File: src/hdl/tarhp_pkg.sv
// shared constants, codes and types for the ustar header field parser
`default_nettype none

package tarhp_pkg;

    // header geometry
    localparam int HEADER_BYTES = 512;
    localparam int SECTOR_BYTES = 512;
    localparam int POS_W        = $clog2(HEADER_BYTES);

    localparam logic [POS_W-1:0] SIZE_FIRST  = POS_W'(124);
    localparam logic [POS_W-1:0] SIZE_LAST   = POS_W'(124 + 12 - 1);
    localparam logic [POS_W-1:0] TYPE_POS    = POS_W'(156);
    localparam logic [POS_W-1:0] MAGIC_FIRST = POS_W'(257);
    localparam logic [POS_W-1:0] MAGIC_LAST  = POS_W'(257 + 6 - 1);
    localparam logic [POS_W-1:0] LAST_POS    = POS_W'(HEADER_BYTES - 1);

    // skip = round_up(size + header, sector); header is a whole number of sectors
    localparam logic [63:0] SECTOR_MASK = 64'(SECTOR_BYTES - 1);
    localparam logic [63:0] SKIP_BIAS   = 64'(HEADER_BYTES + SECTOR_BYTES - 1);

    // ascii characters
    localparam logic [7:0] CH_NUL   = 8'h00;
    localparam logic [7:0] CH_SPACE = 8'h20;
    localparam logic [7:0] CH_ZERO  = 8'h30;
    localparam logic [7:0] CH_SEVEN = 8'h37;
    localparam logic [7:0] B256_FLAG = 8'h80;
    localparam logic [7:0] B256_BITS = 8'h7F;

    // size parser phases
    localparam logic [2:0] PH_FIRST   = 3'd0;
    localparam logic [2:0] PH_BASE256 = 3'd1;
    localparam logic [2:0] PH_SPACES  = 3'd2;
    localparam logic [2:0] PH_DIGITS  = 3'd3;
    localparam logic [2:0] PH_DONE    = 3'd4;
    localparam logic [2:0] PH_BAD     = 3'd5;

    // finished header fields handed from the byte tracker to the result stage
    typedef struct packed {
        logic [63:0] size;
        logic        malformed;
        logic        magic_ok;
        logic [7:0]  type_code;
    } hdr_snap_t;

    // expected magic text "ustar "
    function automatic logic [7:0] magic_char(input logic [2:0] idx);
        logic [7:0] ch;
        unique case (idx)
            3'd0:    ch = 8'h75;
            3'd1:    ch = 8'h73;
            3'd2:    ch = 8'h74;
            3'd3:    ch = 8'h61;
            3'd4:    ch = 8'h72;
            3'd5:    ch = 8'h20;
            default: ch = 8'h00;
        endcase
        return ch;
    endfunction

endpackage

`default_nettype wire

File: src/hdl/tarhp_fields.sv
// per-byte header tracker: position, size parser, magic check, type capture
`default_nettype none

module tarhp_fields
    import tarhp_pkg::*;
(
    input  wire logic       clk,
    input  wire logic       rst_n,
    input  wire logic       take,
    input  wire logic [7:0] header_byte,
    output logic            snap_fire,
    output hdr_snap_t       snap
);

    logic [POS_W-1:0] pos_reg,   pos_next;
    logic [2:0]       phase_reg, phase_next;
    logic [63:0]      acc_reg,   acc_next;
    logic             magic_reg, magic_next;
    logic [7:0]       type_reg,  type_next;

    logic             in_size;
    logic             in_magic;
    logic             last;
    logic [2:0]       magic_idx;
    logic             is_end;
    logic             is_octal;

    assign in_size   = (pos_reg >= SIZE_FIRST) && (pos_reg <= SIZE_LAST);
    assign in_magic  = (pos_reg >= MAGIC_FIRST) && (pos_reg <= MAGIC_LAST);
    assign last      = (pos_reg == LAST_POS);
    assign magic_idx = 3'(pos_reg - MAGIC_FIRST);
    assign is_end    = (header_byte == CH_NUL) || (header_byte == CH_SPACE);
    assign is_octal  = (header_byte >= CH_ZERO) && (header_byte <= CH_SEVEN);

    // next state for one accepted beat
    always_comb
    begin
        pos_next   = pos_reg;
        phase_next = phase_reg;
        acc_next   = acc_reg;
        magic_next = magic_reg;
        type_next  = type_reg;

        if (take)
        begin
            pos_next = pos_reg + POS_W'(1);

            // size field
            if (in_size)
            begin
                if (pos_reg == SIZE_FIRST && (header_byte & B256_FLAG) != 8'h00)
                begin
                    acc_next   = {56'd0, header_byte & B256_BITS};
                    phase_next = PH_BASE256;
                end
                else if (pos_reg == SIZE_FIRST && header_byte == CH_SPACE)
                begin
                    phase_next = PH_SPACES;
                end
                else if (pos_reg == SIZE_FIRST || phase_reg == PH_DIGITS ||
                         (phase_reg == PH_SPACES && header_byte != CH_SPACE))
                begin
                    // one octal character
                    priority if (is_end)
                    begin
                        phase_next = PH_DONE;
                    end
                    else if (!is_octal)
                    begin
                        acc_next   = 64'd0;
                        phase_next = PH_BAD;
                    end
                    else
                    begin
                        acc_next   = {acc_reg[60:0], header_byte[2:0]};
                        phase_next = PH_DIGITS;
                    end
                end
                else if (phase_reg == PH_BASE256)
                begin
                    acc_next = {acc_reg[55:0], header_byte};
                end
            end

            // type byte
            if (pos_reg == TYPE_POS)
            begin
                type_next = header_byte;
            end

            // magic compare
            if (in_magic && header_byte != magic_char(magic_idx))
            begin
                magic_next = 1'b0;
            end

            // end of header: back to the start state
            if (last)
            begin
                pos_next   = '0;
                phase_next = PH_FIRST;
                acc_next   = 64'd0;
                magic_next = 1'b1;
                type_next  = 8'd0;
            end
        end
    end

    // tracker state
    always_ff @(posedge clk or negedge rst_n)
    begin
        if (!rst_n)
        begin
            pos_reg   <= '0;
            phase_reg <= PH_FIRST;
            acc_reg   <= 64'd0;
            magic_reg <= 1'b1;
            type_reg  <= 8'd0;
        end
        else
        begin
            pos_reg   <= pos_next;
            phase_reg <= phase_next;
            acc_reg   <= acc_next;
            magic_reg <= magic_next;
            type_reg  <= type_next;
        end
    end

    // the last byte touches no field, so the held state is already final
    assign snap_fire      = take && last;
    assign snap.size      = acc_reg;
    assign snap.malformed = (phase_reg == PH_BAD);
    assign snap.magic_ok  = magic_reg;
    assign snap.type_code = type_reg - CH_ZERO;

endmodule

`default_nettype wire

File: src/hdl/tarhp_result.sv
// result stage: snapshot register, skip distance add and output register
`default_nettype none

module tarhp_result
    import tarhp_pkg::*;
(
    input  wire logic   clk,
    input  wire logic   rst_n,
    input  wire logic   snap_fire,
    input  wire hdr_snap_t snap,
    output logic        busy,
    output logic        out_valid,
    input  wire logic   out_stall,
    output logic [63:0] entry_size,
    output logic        size_malformed,
    output logic        magic_ok,
    output logic [7:0]  type_code,
    output logic [63:0] skip_bytes
);

    logic        snap_valid_reg, snap_valid_next;
    hdr_snap_t   snap_reg;
    logic        out_valid_reg,  out_valid_next;
    hdr_snap_t   out_reg;
    logic [63:0] skip_reg;
    logic        advance;

    // snapshot moves on when the output register is free or being drained
    assign advance = snap_valid_reg && (!out_valid_reg || !out_stall);
    assign busy    = snap_valid_reg && out_valid_reg && out_stall;

    always_comb
    begin
        snap_valid_next = snap_valid_reg;
        if (snap_fire)
            snap_valid_next = 1'b1;
        else if (advance)
            snap_valid_next = 1'b0;

        out_valid_next = out_valid_reg;
        if (advance)
            out_valid_next = 1'b1;
        else if (!out_stall)
            out_valid_next = 1'b0;
    end

    // control
    always_ff @(posedge clk or negedge rst_n)
    begin
        if (!rst_n)
        begin
            snap_valid_reg <= 1'b0;
            out_valid_reg  <= 1'b0;
        end
        else
        begin
            snap_valid_reg <= snap_valid_next;
            out_valid_reg  <= out_valid_next;
        end
    end

    // payload
    always_ff @(posedge clk)
    begin
        if (snap_fire)
            snap_reg <= snap;
        if (advance)
        begin
            out_reg  <= snap_reg;
            skip_reg <= (snap_reg.size + SKIP_BIAS) & ~SECTOR_MASK;
        end
    end

    assign out_valid      = out_valid_reg;
    assign entry_size     = out_reg.size;
    assign size_malformed = out_reg.malformed;
    assign magic_ok       = out_reg.magic_ok;
    assign type_code      = out_reg.type_code;
    assign skip_bytes     = skip_reg;

endmodule

`default_nettype wire

File: src/hdl/tar_header_field_parser_core.sv
// ustar header field parser: top level
//
// Input channel: one header byte per beat on header_byte, in_valid / in_stall.
// A header is 512 beats; after the 512th beat the block issues one result
// beat on the output channel (out_valid / out_stall) carrying entry_size,
// size_malformed, magic_ok, type_code and skip_bytes.
// Throughput: one header byte per cycle while in_stall is low, back to back
// across headers. The snapshot register loads on the edge that takes the last
// byte; the output register, with the skip add, loads from it once it is free
// or being drained, and out_valid rises as it loads.
// When the receiver stalls, the result holds in the output register and the
// next finished header waits in the snapshot register; in_stall rises only
// when both are full, so byte intake continues for almost a whole header.
// Reset (rst_n low, asynchronous) returns the byte counter to the first
// header byte, clears the size parser and magic check, and drops out_valid.
`default_nettype none

module tar_header_field_parser_core
    import tarhp_pkg::*;
(
    input  wire logic       clk,
    input  wire logic       rst_n,
    input  wire logic       in_valid,
    output logic            in_stall,
    input  wire logic [7:0] header_byte,
    output logic            out_valid,
    input  wire logic       out_stall,
    output logic [63:0]     entry_size,
    output logic            size_malformed,
    output logic            magic_ok,
    output logic [7:0]      type_code,
    output logic [63:0]     skip_bytes
);

    logic      take;
    logic      busy;
    logic      snap_fire;
    hdr_snap_t snap;

    assign in_stall = busy;
    assign take     = in_valid && !busy;

    // byte tracker
    tarhp_fields u_fields (
        .clk         (clk),
        .rst_n       (rst_n),
        .take        (take),
        .header_byte (header_byte),
        .snap_fire   (snap_fire),
        .snap        (snap)
    );

    // result stage
    tarhp_result u_result (
        .clk            (clk),
        .rst_n          (rst_n),
        .snap_fire      (snap_fire),
        .snap           (snap),
        .busy           (busy),
        .out_valid      (out_valid),
        .out_stall      (out_stall),
        .entry_size     (entry_size),
        .size_malformed (size_malformed),
        .magic_ok       (magic_ok),
        .type_code      (type_code),
        .skip_bytes     (skip_bytes)
    );

    // a malformed size always reads as zero
    a_malformed_zero: assert property (@(posedge clk) disable iff (!rst_n)
        out_valid && size_malformed |-> entry_size == 64'd0)
        else $error("malformed size not zero");

    // skip distance is sector aligned
    a_skip_aligned: assert property (@(posedge clk) disable iff (!rst_n)
        out_valid |-> (skip_bytes & SECTOR_MASK) == 64'd0)
        else $error("skip distance not sector aligned");

    // a finished header reaches the output when no held result blocks it
    a_result_latency: assert property (@(posedge clk) disable iff (!rst_n)
        snap_fire && !(out_valid && out_stall) |-> ##2 out_valid)
        else $error("result did not appear");

    // the input only stalls while a result is held at the output
    a_stall_cause: assert property (@(posedge clk) disable iff (!rst_n)
        in_stall |-> out_valid && out_stall)
        else $error("input stalled without output backpressure");

endmodule

`default_nettype wire
File: config.mk
export PLATFORM = sky130hd
export DESIGN_NAME = tar_header_field_parser_core
export DESIGN_NICKNAME = d
export VERILOG_FILES = /design/src/hdl/tarhp_pkg.sv /design/src/hdl/tarhp_fields.sv /design/src/hdl/tarhp_result.sv /design/src/hdl/tar_header_field_parser_core.sv
export SDC_FILE = /design/constraint.sdc
export NUM_CORES = 1
export LEC_CHECK = 0
export ABC_AREA = 1
export BUFFER_PORTS_ARGS = -buffer_cell sky130_fd_sc_hd__buf_2
export CAP_MARGIN = 20
export CELL_PAD_IN_SITES_DETAIL_PLACEMENT = 2
export CELL_PAD_IN_SITES_GLOBAL_PLACEMENT = 2
export CORE_UTILIZATION = 33
export DETAILED_ROUTE_END_ITERATION = 6
export GPL_TIMING_DRIVEN = 0
export PLACE_DENSITY = 0.84
export SYNTH_ARGS = -nofsm -noshare
export SYNTH_HDL_FRONTEND = slang
export SYNTH_SLANG_ARGS = --single-unit
export TNS_END_PERCENT = 10
File: constraint.sdc
create_clock -name clk -period 6.2 [get_ports clk]
set_clock_uncertainty 0.15 [all_clocks]
set_input_delay 0.31 -clock clk [delete_from_list [all_inputs] [get_ports clk]]
set_output_delay 0.31 -clock clk [all_outputs]
set_load 0.02 [all_outputs]
==> metrics, run 1 <==
GPL Wtd Cong 0.901; post-route cell area 17000 um^2; Critical Path Max Stage Delay 0.49 ns; worst slew pin tran 1.06 ns; insertion delay to the later sink of the worst-skew pair 0.55 ns; mux contribution to synthesized area 0%; RR Startpoint u_fields.pos_reg[1]$_DFFE_PN0P_; Place WS 2.82 ns; main combinational cell family by area after synthesis simple AND/OR/NAND/NOR gates; worst path buffer plus inverter count 4; synth top area cells edfxtp_1, dfrtp_1, nand2_1; final setup margin 2.74 ns; Achievable Freq 0.289 GHz; Seq/Total Area, Yosys 58.0%; slowest CP cell dfrtp_1; Hold Path Class in2reg; CP Launch Point u_fields.pos_reg[1]$_DFFE_PN0P_; register area 8270 um^2; Mean Syn Cell Area 9.16 um^2; Max Slew Vio Count 0; antenna cells 0; max_cap viols 0; first-pass GRT wire length 78.3 mm; Core ar. 42200 um^2; die height 210 um; CTS clk-pin slew, worst paths 0.06 ns; largest net degree at the start of global routing 65; WS Path Type reg2reg; Synth Area in Adders 0.702%; CP max FO 10; crit start category flop; Final Hold Fails 0; most numerous cell in the Yosys netlist nand2_1; max FFs per register 74; CTS tree built; Crit path depth 14; crit-path leading delay family simple AND/OR/NAND/NOR gates; worst path cell trace ha_1 > nand2_1 > nor3_1 > and3_1 > ha_1 > clkinv_1 > nand2_1 > inv_2 > buf_2 > buf_2 > nand2_1 > nor2_1 > nand3_1 > nand2_1; share of cells above drive strength 1 16.6%; cts bufs inserted 34; row count 75; Tot GR Track Use 23.3%; synth cell count leaders nand2_1, nor2_1, edfxtp_1; Unique masters post-synth 37; final setup TNS 0 ns; grt ovf 0; area delta synth->final 19.6%; Final min period 3.46 ns; endpoints failing setup 0; Top cell by count, worst path nand2_1; Die Wd 210 um; routed wire length 50.6 mm; Slew Limit Headroom 29.0%; CP Capture Point u_fields.acc_reg[50]$_DFFE_PN0P_; 1st-iter DRT viols 643; I/O Buffers 142; I/O Pins 152; via/cell ratio 5.15; Synth Instances 1556; H-tree depth reported by CTS 2; Synth Warn # 0; DIE AREA 44000 um^2; Synth Area in XOR/XNOR 2.77%; worst r2r dst u_fields.acc_reg[50]$_DFFE_PN0P_; Initial Utilization 33.8%; crit share post-route 55.7%; placed cell area 15800 um^2; Synth Area in Compound Gates 1.47%; ys flop type edfxtp_1; DRC Markers 0; # fillers 4621; Synth Area in Simple Gates 29.5%; RSZ-0062 raised after global routing no; dpl hpwl 37.6 mm; Power Density 288 nW/um^2; WHS Path Cells 5; 1st-pass router iterations 5; number of synthesized register bits 290; vias in the first global route 13000; reg2reg setup slack 2.74 ns; worst path arrival time 3.73 ns; leading area contributor after synthesis edfxtp_1; asr flop ratio synth 30.0%; Final Util 40.4%; number of antenna-violating nets in the routed design 0; Post-Synthesis Cell Area 14300 um^2; static leakage 0.00745 uW; Crit. End Element flop; antenna violations before repair 0; R2R cell count 14; WP data required 6.48 ns; wire length per cell 21.8 um; multi-input logic area 4940 um^2; CTS Buffer Depth 3; status finished, final reports clean; clk sink count 290; Peak supply drop 150 uV; vias after detailed routing 11900; fin nets 1771; EDFF count, synth 203; Root Buffer clkbuf_16; area fraction of the dominant cell type after synthesis 42.8%
## cell type report
class	count	area share [%]
Multi-Input combinational cell	1038	29.0
Buffer	63	2.48
Clock inverter	20	1.75
Tap cell	539	3.96
Sequential cell	290	48.5
Inverter	173	3.82
Clock buffer	42	5.35
Timing Repair Buffer	151	5.09
## worst reg2reg max path, delay by kind of cell (launching register included)
family | cells | cell delay [ns]
simple gates | 8 | 1.07
buf+inv | 4 | 0.97
flops | 1 | 0.49
fa+ha+maj | 2 | 0.66
## per-stage QoR
stage               cells  hold slack [ns]  total power (uW)
global route         2316           0.0568              5090
floorplan            1564           -0.136              2570
detailed placement   2250            0.117              2740
finish               2316           0.0300              4910
global placement     2245            0.260              2700
CTS                  2316           0.0122              4950
## report_power, final
group / internal (uW) / leakage (uW) / switching (uW) / total (uW)
registers: 2090 / 0.00317 / 49.6 / 2140
clock network: 1350 / 0.000584 / 859 / 2210
logic: 191 / 0.00370 / 374 / 565
total: 3630 / 0.00745 / 1280 / 4910
## layer usage
| layer | share of wire [%] | GRT usage (%) |
|---|---|---|
| met5 | 0 | 0 |
| met4 | 4.5 | 11.3 |
| met3 | 3.3 | 2.78 |
| met2 | 51 | 41.7 |
| met1 | 41 | 27.7 |
## worst min path at each step
stage | start | to
finish | header_byte[0] | u_fields.phase_reg[0]$_DFFE_PN0P_
CTS | header_byte[0] | u_fields.phase_reg[0]$_DFFE_PN0P_
detailed placement | rst_n | u_fields.acc_reg[60]$_DFFE_PN0P_
global placement | u_result.snap_reg[3]$_DFFE_PP_ | u_result.type_code[3]$_DFFE_PP_
global route | header_byte[5] | u_fields.type_reg[5]$_DFFE_PN0P_
floorplan | rst_n | u_fields.acc_reg[0]$_DFFE_PN0P_
## cell families after synthesis
family          Yosys count
fa+ha+maj                 8
buf+inv                 236
other cells               1
xor+xnor                 45
simple gates            937
flops                   290
compound gates           39
## what timing repair did
| item | 4_1_cts | 5_1_grt |
|---|---|---|
| hold buffers | 4 | 0 |
| hold endpoints to repair | 89 | 0 |
| buffers inserted | 0 | 0 |
| resized for setup | 0 | 0 |
## cells in the final DEF (no fill, tap or decap), types with 32 or more instances in the layout
cell type	count
nor2_1	272
dfrtp_1	86
clkbuf_16	35
nand3_1	90
nor3_1	32
inv_1	164
nand2_1	401
buf_2	154
nand4_1	81
edfxtp_1	203
No activity file was read; power rests on OpenSTA's default activity.
==> inputs of run 2 (changes only) <==
--- a/config.mk
+++ b/config.mk
@@ -10,10 +10,10 @@
 export CAP_MARGIN = 20
 export CELL_PAD_IN_SITES_DETAIL_PLACEMENT = 2
 export CELL_PAD_IN_SITES_GLOBAL_PLACEMENT = 2
-export CORE_UTILIZATION = 33
+export CORE_UTILIZATION = 37
 export DETAILED_ROUTE_END_ITERATION = 6
 export GPL_TIMING_DRIVEN = 0
-export PLACE_DENSITY = 0.84
+export PLACE_DENSITY = 0.88
 export SYNTH_ARGS = -nofsm -noshare
 export SYNTH_HDL_FRONTEND = slang
 export SYNTH_SLANG_ARGS = --single-unit
==> constraint.sdc (replaced) <==
create_clock -name clk -period 3.6 [get_ports clk]
set_clock_uncertainty 0.15 [all_clocks]
set_input_delay 0.18 -clock clk [delete_from_list [all_inputs] [get_ports clk]]
set_output_delay 0.18 -clock clk [all_outputs]
set_load 0.02 [all_outputs]
==> run 2 against run 1 <==
Combinational power up 88%. Sequential power up 72%. Global-route usage up 10 points. Die area down 11%. Cell count down 0.91%. Flip-flop and latch count unchanged. Clock power up 68%. Critical path depth down 6. Core utilization up 4.7 points. First-iteration DRC count up 61%. Critical endpoint is now u_result.skip_bytes[51]$_DFFE_PP_.
==> metrics, run 2 (same netlist as run 1, synthesis figures left out) <==
status finished, final reports clean; largest net degree at the start of global routing 64 (-1.5%); 1st-pass router iterations 5 (unchanged); insertion delay to the later sink of the worst-skew pair 0.57 ns (+0.02 ns); CTS Buffer Depth 3 (unchanged); register area 8270 um^2 (unchanged); first-pass GRT wire length 96.4 mm (+23%); WP data required 3.74 ns (-2.74 ns); Final Util 45.1% (+4.7 points); final setup margin 0.151 ns (-2.59 ns); Die Wd 198 um (-5.5%); number of antenna-violating nets in the routed design 0 (unchanged); R2R cell count 8 (-6); Tot GR Track Use 33.5% (+10 points); I/O Pins 152 (unchanged); vias after detailed routing 13100 (+9.5%); row count 71 (-5.3%); worst path cell trace nand2_1 > nor2_1 > inv_1 > nor2_1 > nand3_1 > o21ai_0 > nand2_1 > xor2_1; cts bufs inserted 34 (unchanged); Critical Path Max Stage Delay 0.84 ns (+0.35 ns); slowest CP cell o21ai_0; DIE AREA 39300 um^2 (-11%); leading cell type in the layout, fill and taps excluded nand2_1; crit start category flop; DRC Markers 0 (unchanged); Final min period 3.45 ns (-0.00691 ns); WS Path Type reg2reg; Place WS 0.281 ns (-2.54 ns); die height 198 um (-5.5%); Max Slew Vio Count 0 (unchanged); fin nets 1779 (+0.45%); worst path arrival time 3.59 ns (-0.14 ns); CTS tree built; Initial Utilization 37.8% (+4.0 points); clk sink count 290 (unchanged); Crit. End Element flop; Peak supply drop 267 uV (+78%); RSZ-0062 raised after global routing no; GPL Wtd Cong 0.921 (+2.2%); vias in the first global route 14500 (+11%); Hold Path Class in2async; grt ovf 0 (unchanged); antenna violations before repair 0 (unchanged); routed wire length 64.8 mm (+28%); Root Buffer clkbuf_16; via/cell ratio 5.69 (+10%); area delta synth->final 19.4%; dpl hpwl 40.0 mm (+6.4%); Slew Limit Headroom 21.8% (-7.2 points); CTS clk-pin slew, worst paths 0.07 ns (about the same); Final Hold Fails 0 (unchanged); Core ar. 37800 um^2 (-11%); endpoints failing setup 0 (unchanged); share of cells above drive strength 1 16.7% (+0.056 points); CP max FO 7 (-3); wire length per cell 28.2 um (+29%); Power Density 497 nW/um^2 (+72%); worst slew pin tran 1.16 ns (+0.102 ns); max FFs per register 74 (unchanged); post-route cell area 17000 um^2 (-0.16%); placed cell area 15800 um^2 (-0.22%); Setup Buffers After CTS 0 (unchanged); crit share post-route 95.8% (+40 points); 1st-iter DRT viols 1036 (+61%); max_cap viols 0 (unchanged); static leakage 0.00746 uW (+0.19%); H-tree depth reported by CTS 2 (unchanged); most frequent cells in the layout nand2_1, nor2_1, edfxtp_1; Achievable Freq 0.290 GHz (+0.20%); Design Power 8450 uW (+72%); I/O Buffers 142 (unchanged); multi-input logic area 4940 um^2 (unchanged); # fillers 4044 (-12%)
==> run 2: cell types whose count changed in the layout (fill, tap and decap cells not counted), sizes merged <==
cell,before,now
bufinv,7,3
clkbuf,59,60
clkinv,13,15
clkinvlp,2,1
dlygate4sd3,4,12
diode,0,1
==> run 2: metrics by stage <==
stage               setup TNS [ns]  hold slack, ns  std cells
finish                           0          0.0550       2295
detailed placement               0          0.0810       2222
CTS                              0          0.0684       2294
global route                     0           0.105       2294
global placement            -87.05           0.260       2217
floorplan                        0          -0.266       1564
==> run 2: final timing paths <==
| kind | startpoint | to | slack [ns] |
|---|---|---|---|
| setup reg to reg | u_result.snap_reg[22]$_DFFE_PP_ | u_result.skip_bytes[51]$_DFFE_PP_ | 0.15 |
| min in group clk | out_stall | u_result.out_valid$_DFFE_PN0P_ | 0.26 |
| max in group asynchronous | rst_n | u_fields.magic_reg$_DFFE_PN1P_ | 2.50 |
| setup / recovery | u_result.snap_reg[22]$_DFFE_PP_ | u_result.skip_bytes[51]$_DFFE_PP_ | 0.15 |
| hold reg to reg | u_result.snap_reg[4]$_DFFE_PP_ | u_result.type_code[4]$_DFFE_PP_ | 0.27 |
| hold / removal | rst_n | u_fields.acc_reg[53]$_DFFE_PN0P_ | 0.06 |
==> run 2: critical path: cells and delay by family (launching register included) <==
kind | cells | cell delay, ns
AO/OA/AOI/OAI | 1 | 0.84
XOR/XNOR | 1 | 0.27
buffers and inverters | 1 | 0.13
flip-flops | 1 | 0.60
AND/OR/NAND/NOR | 5 | 1.19
==> run 2: layout make-up <==
class	instances	share of cell area [%]
Sequential cell	290	48.6
Clock buffer	43	5.57
Buffer	63	2.48
Tap cell	511	3.76
Inverter	173	3.85
Antenna cell	1	0.0147
Timing Repair Buffer	159	5.57
Multi-Input combinational cell	1038	29.1
Clock inverter	17	1.08
==> run 2: what timing repair did <==
item | 4_1_cts | 5_1_grt
gates resized for setup | 0 | 1
hold endpoints to repair | 71 | 0
hold buffers | 12 | 0
setup endpoints to repair | 0 | 2
==> run 2: power breakdown <==
| part | leakage, uW | switching [uW] | internal (uW) |
|---|---|---|---|
| registers | 0.00317 | 85.4 | 3600 |
| clock network | 0.000563 | 1610 | 2100 |
| logic | 0.00373 | 721 | 335 |
==> run 2: per-layer routing <==
layer / share of wire [%] / global-route usage, % / wire length (um) / vias up
met5: 0 / 0 / 0 / -
met4: 6.9 / 21.9 / 4450 / 0
met3: 5.7 / 5.38 / 3710 / 237
met2: 50 / 59.1 / 32600 / 668
met1: 37 / 37.5 / 24100 / 6653
li1: - / - / - / 5492
==> inputs of run 3 (changes only) <==
--- a/config.mk
+++ b/config.mk
@@ -10,10 +10,10 @@
 export CAP_MARGIN = 20
 export CELL_PAD_IN_SITES_DETAIL_PLACEMENT = 2
 export CELL_PAD_IN_SITES_GLOBAL_PLACEMENT = 2
-export CORE_UTILIZATION = 37
+export CORE_UTILIZATION = 33
 export DETAILED_ROUTE_END_ITERATION = 6
 export GPL_TIMING_DRIVEN = 0
-export PLACE_DENSITY = 0.88
+export PLACE_DENSITY = 0.84
 export SYNTH_ARGS = -nofsm -noshare
 export SYNTH_HDL_FRONTEND = slang
 export SYNTH_SLANG_ARGS = --single-unit
==> constraint.sdc (replaced) <==
create_clock -name clk -period 2.89 [get_ports clk]
set_clock_uncertainty 0.15 [all_clocks]
set_input_delay 0.1445 -clock clk [delete_from_list [all_inputs] [get_ports clk]]
set_output_delay 0.1445 -clock clk [all_outputs]
set_load 0.02 [all_outputs]
==> run 3 against run 2 <==
Flip-flop and latch count unchanged. Critical endpoint is now u_result.skip_bytes[54]$_DFFE_PP_. Cell area is 0.57% higher. Via count shrank 9.0%. Largest power group is now registers. Combinational power up 15%. Cell count up 1.4%. Core utilization fell by 4.5 points. Global-route usage fell by 10 points. Setup slack got worse by 0.054 ns. Highest routed layer unchanged.
==> metrics, run 3 (same netlist as run 1, synthesis figures left out) <==
final setup margin 0.0963 ns (-0.0544 ns); H-tree depth reported by CTS 2 (unchanged); worst slew pin tran 1.15 ns (-0.0151 ns); CP max FO 5 (-2); Slew Limit Headroom 23.1% (+1.4 points); share of cells above drive strength 1 17.2% (+0.58 points); Achievable Freq 0.358 GHz (+23%); Place WS -0.588 ns (-0.869 ns); wire length per cell 21.9 um (-22%); antenna violations before repair 0 (unchanged); I/O Buffers 142 (unchanged); Crit. End Element flop; leading cell type in the layout, fill and taps excluded nand2_1; I/O Pins 152 (unchanged); Peak supply drop 301 uV (+13%); Final min period 2.79 ns (-0.656 ns); most frequent cells in the layout nand2_1, nor2_1, edfxtp_1; routed wire length 51.0 mm (-21%); WP data required 3.04 ns (-0.70 ns); row count 75 (+5.6%); status finished, final reports clean; crit share post-route 96.7% (+0.85 points); CTS tree built; Core ar. 42200 um^2 (+12%); DRC Markers 0 (unchanged); Power Density 598 nW/um^2 (+20%); Hold Path Class in2async; vias in the first global route 13100 (-9.2%); crit start category flop; max_cap viols 0 (unchanged); number of antenna-violating nets in the routed design 0 (unchanged); worst path arrival time 2.95 ns (-0.64 ns); antenna cells 0 (-1); Tot GR Track Use 23.5% (-10 points); max FFs per register 74 (unchanged); static leakage 0.00745 uW (-0.11%); fin nets 1782 (+0.17%); GPL Wtd Cong 0.911 (-1.1%); WS Path Type reg2reg; dpl hpwl 37.9 mm (-5.1%); die height 210 um (+5.8%); via/cell ratio 5.10 (-10%); clk sink count 290 (unchanged); insertion delay to the later sink of the worst-skew pair 0.56 ns (about the same); CTS Buffer Depth 3 (unchanged); Root Buffer clkbuf_16; vias after detailed routing 11900 (-9.0%); 1st-iter DRT viols 606 (-42%); Final Hold Fails 0 (unchanged); DIE AREA 44000 um^2 (+12%); endpoints failing setup 0 (unchanged); CTS clk-pin slew, worst paths 0.06 ns (about the same); first-pass GRT wire length 78.6 mm (-18%); largest net degree at the start of global routing 49 (-23%); Max Slew Vio Count 0 (unchanged); 1st-pass router iterations 5 (unchanged); cts bufs inserted 34 (unchanged); Die Wd 210 um (+5.8%); final setup TNS 0 ns (unchanged); RSZ-0062 raised after global routing no; grt ovf 0 (unchanged); Initial Utilization 33.8% (-4.0 points); area delta synth->final 20.1%
## run 3: cell types whose count changed in the layout (fill, tap and decap cells not counted), moves of 3 or more
cell      change
dfrtp_1       -3
buf_4         +3
clkinv_2      -3
dfrtp_2       +3
buf_12        +3
## run 3: final timing paths
| kind | start | end | slack, ns | cells after the start |
|---|---|---|---|---|
| min in group clk | out_stall | u_result.out_valid$_DFFE_PN0P_ | 0.21 | 4 |
| max in group asynchronous | rst_n | u_fields.acc_reg[23]$_DFFE_PN0P_ | 1.82 | 3 |
| worst min-delay path | rst_n | u_result.out_valid$_DFFE_PN0P_ | 0.07 | 2 |
| worst max register to register | u_result.snap_reg[30]$_DFFE_PP_ | u_result.skip_bytes[54]$_DFFE_PP_ | 0.1 | 7 |
| worst min register to register | u_result.snap_reg[7]$_DFFE_PP_ | u_result.type_code[7]$_DFFE_PP_ | 0.27 | 0 |
| worst max-delay path | u_result.snap_reg[30]$_DFFE_PP_ | u_result.skip_bytes[54]$_DFFE_PP_ | 0.1 | 7 |
## run 3: layout make-up
cell class | instances | area (um^2)
plain buffers | 63 | 430
clock buffers | 43 | 906
clock inverters | 18 | 214
fillers | 4592 | 25100
inverters | 173 | 658
multi-input cells | 1038 | 4990
flip-flops and latches | 290 | 8280
well taps | 539 | 674
repair buffers | 162 | 968
## run 3: metal layers
layer	wire [um]	part of all wire [%]	track usage, %
met1	21000	41	27.6
met2	26000	51	41.9
met3	1700	3.3	3.38
met4	2380	4.7	11.1
met5	0	0	0
## run 3: per-stage QoR
step	hold WS [ns]	total power, uW	util (%)	instance area, um^2	cells
finish	0.0652	10200	40.5	17100	2326
global route	0.114	10600	40.5	17100	2326
CTS	0.0767	10300	40.5	17100	2325
detailed placement	0.113	5860	37.4	15800	2251
global placement	0.217	5790	37.1	15700	2245
floorplan	-0.301	5520	-	14300	1564
## run 3: repair_timing
| item | 4_1_cts | 5_1_grt |
|---|---|---|
| hold buffers | 12 | 0 |
| resized for setup | 11 | 8 |
| buffers inserted | 1 | 1 |
| hold endpoints to repair | 70 | 0 |
| pin swaps | 0 | 1 |
| endpoints found under the setup margin | 132 | 97 |
## run 3: power by group
| part | internal (uW) | switching (uW) | leakage, uW | total [uW] |
|---|---|---|---|---|
| registers | 4490 | 113 | 0.00316 | 4600 |
| logic | 421 | 797 | 0.00375 | 1220 |
| clock network | 2600 | 1820 | 0.000545 | 4420 |
| total | 7510 | 2730 | 0.00745 | 10200 |
## run 3: worst max-delay path: stages, from the launching register on
cell      delay, ns
edfxtp_1       0.52
nand2_1        0.09
nor2_1         0.42
nand2_1        0.10
a211oi_1       0.91
nand2_1        0.15
nand2_1        0.11
nand2_1        0.08
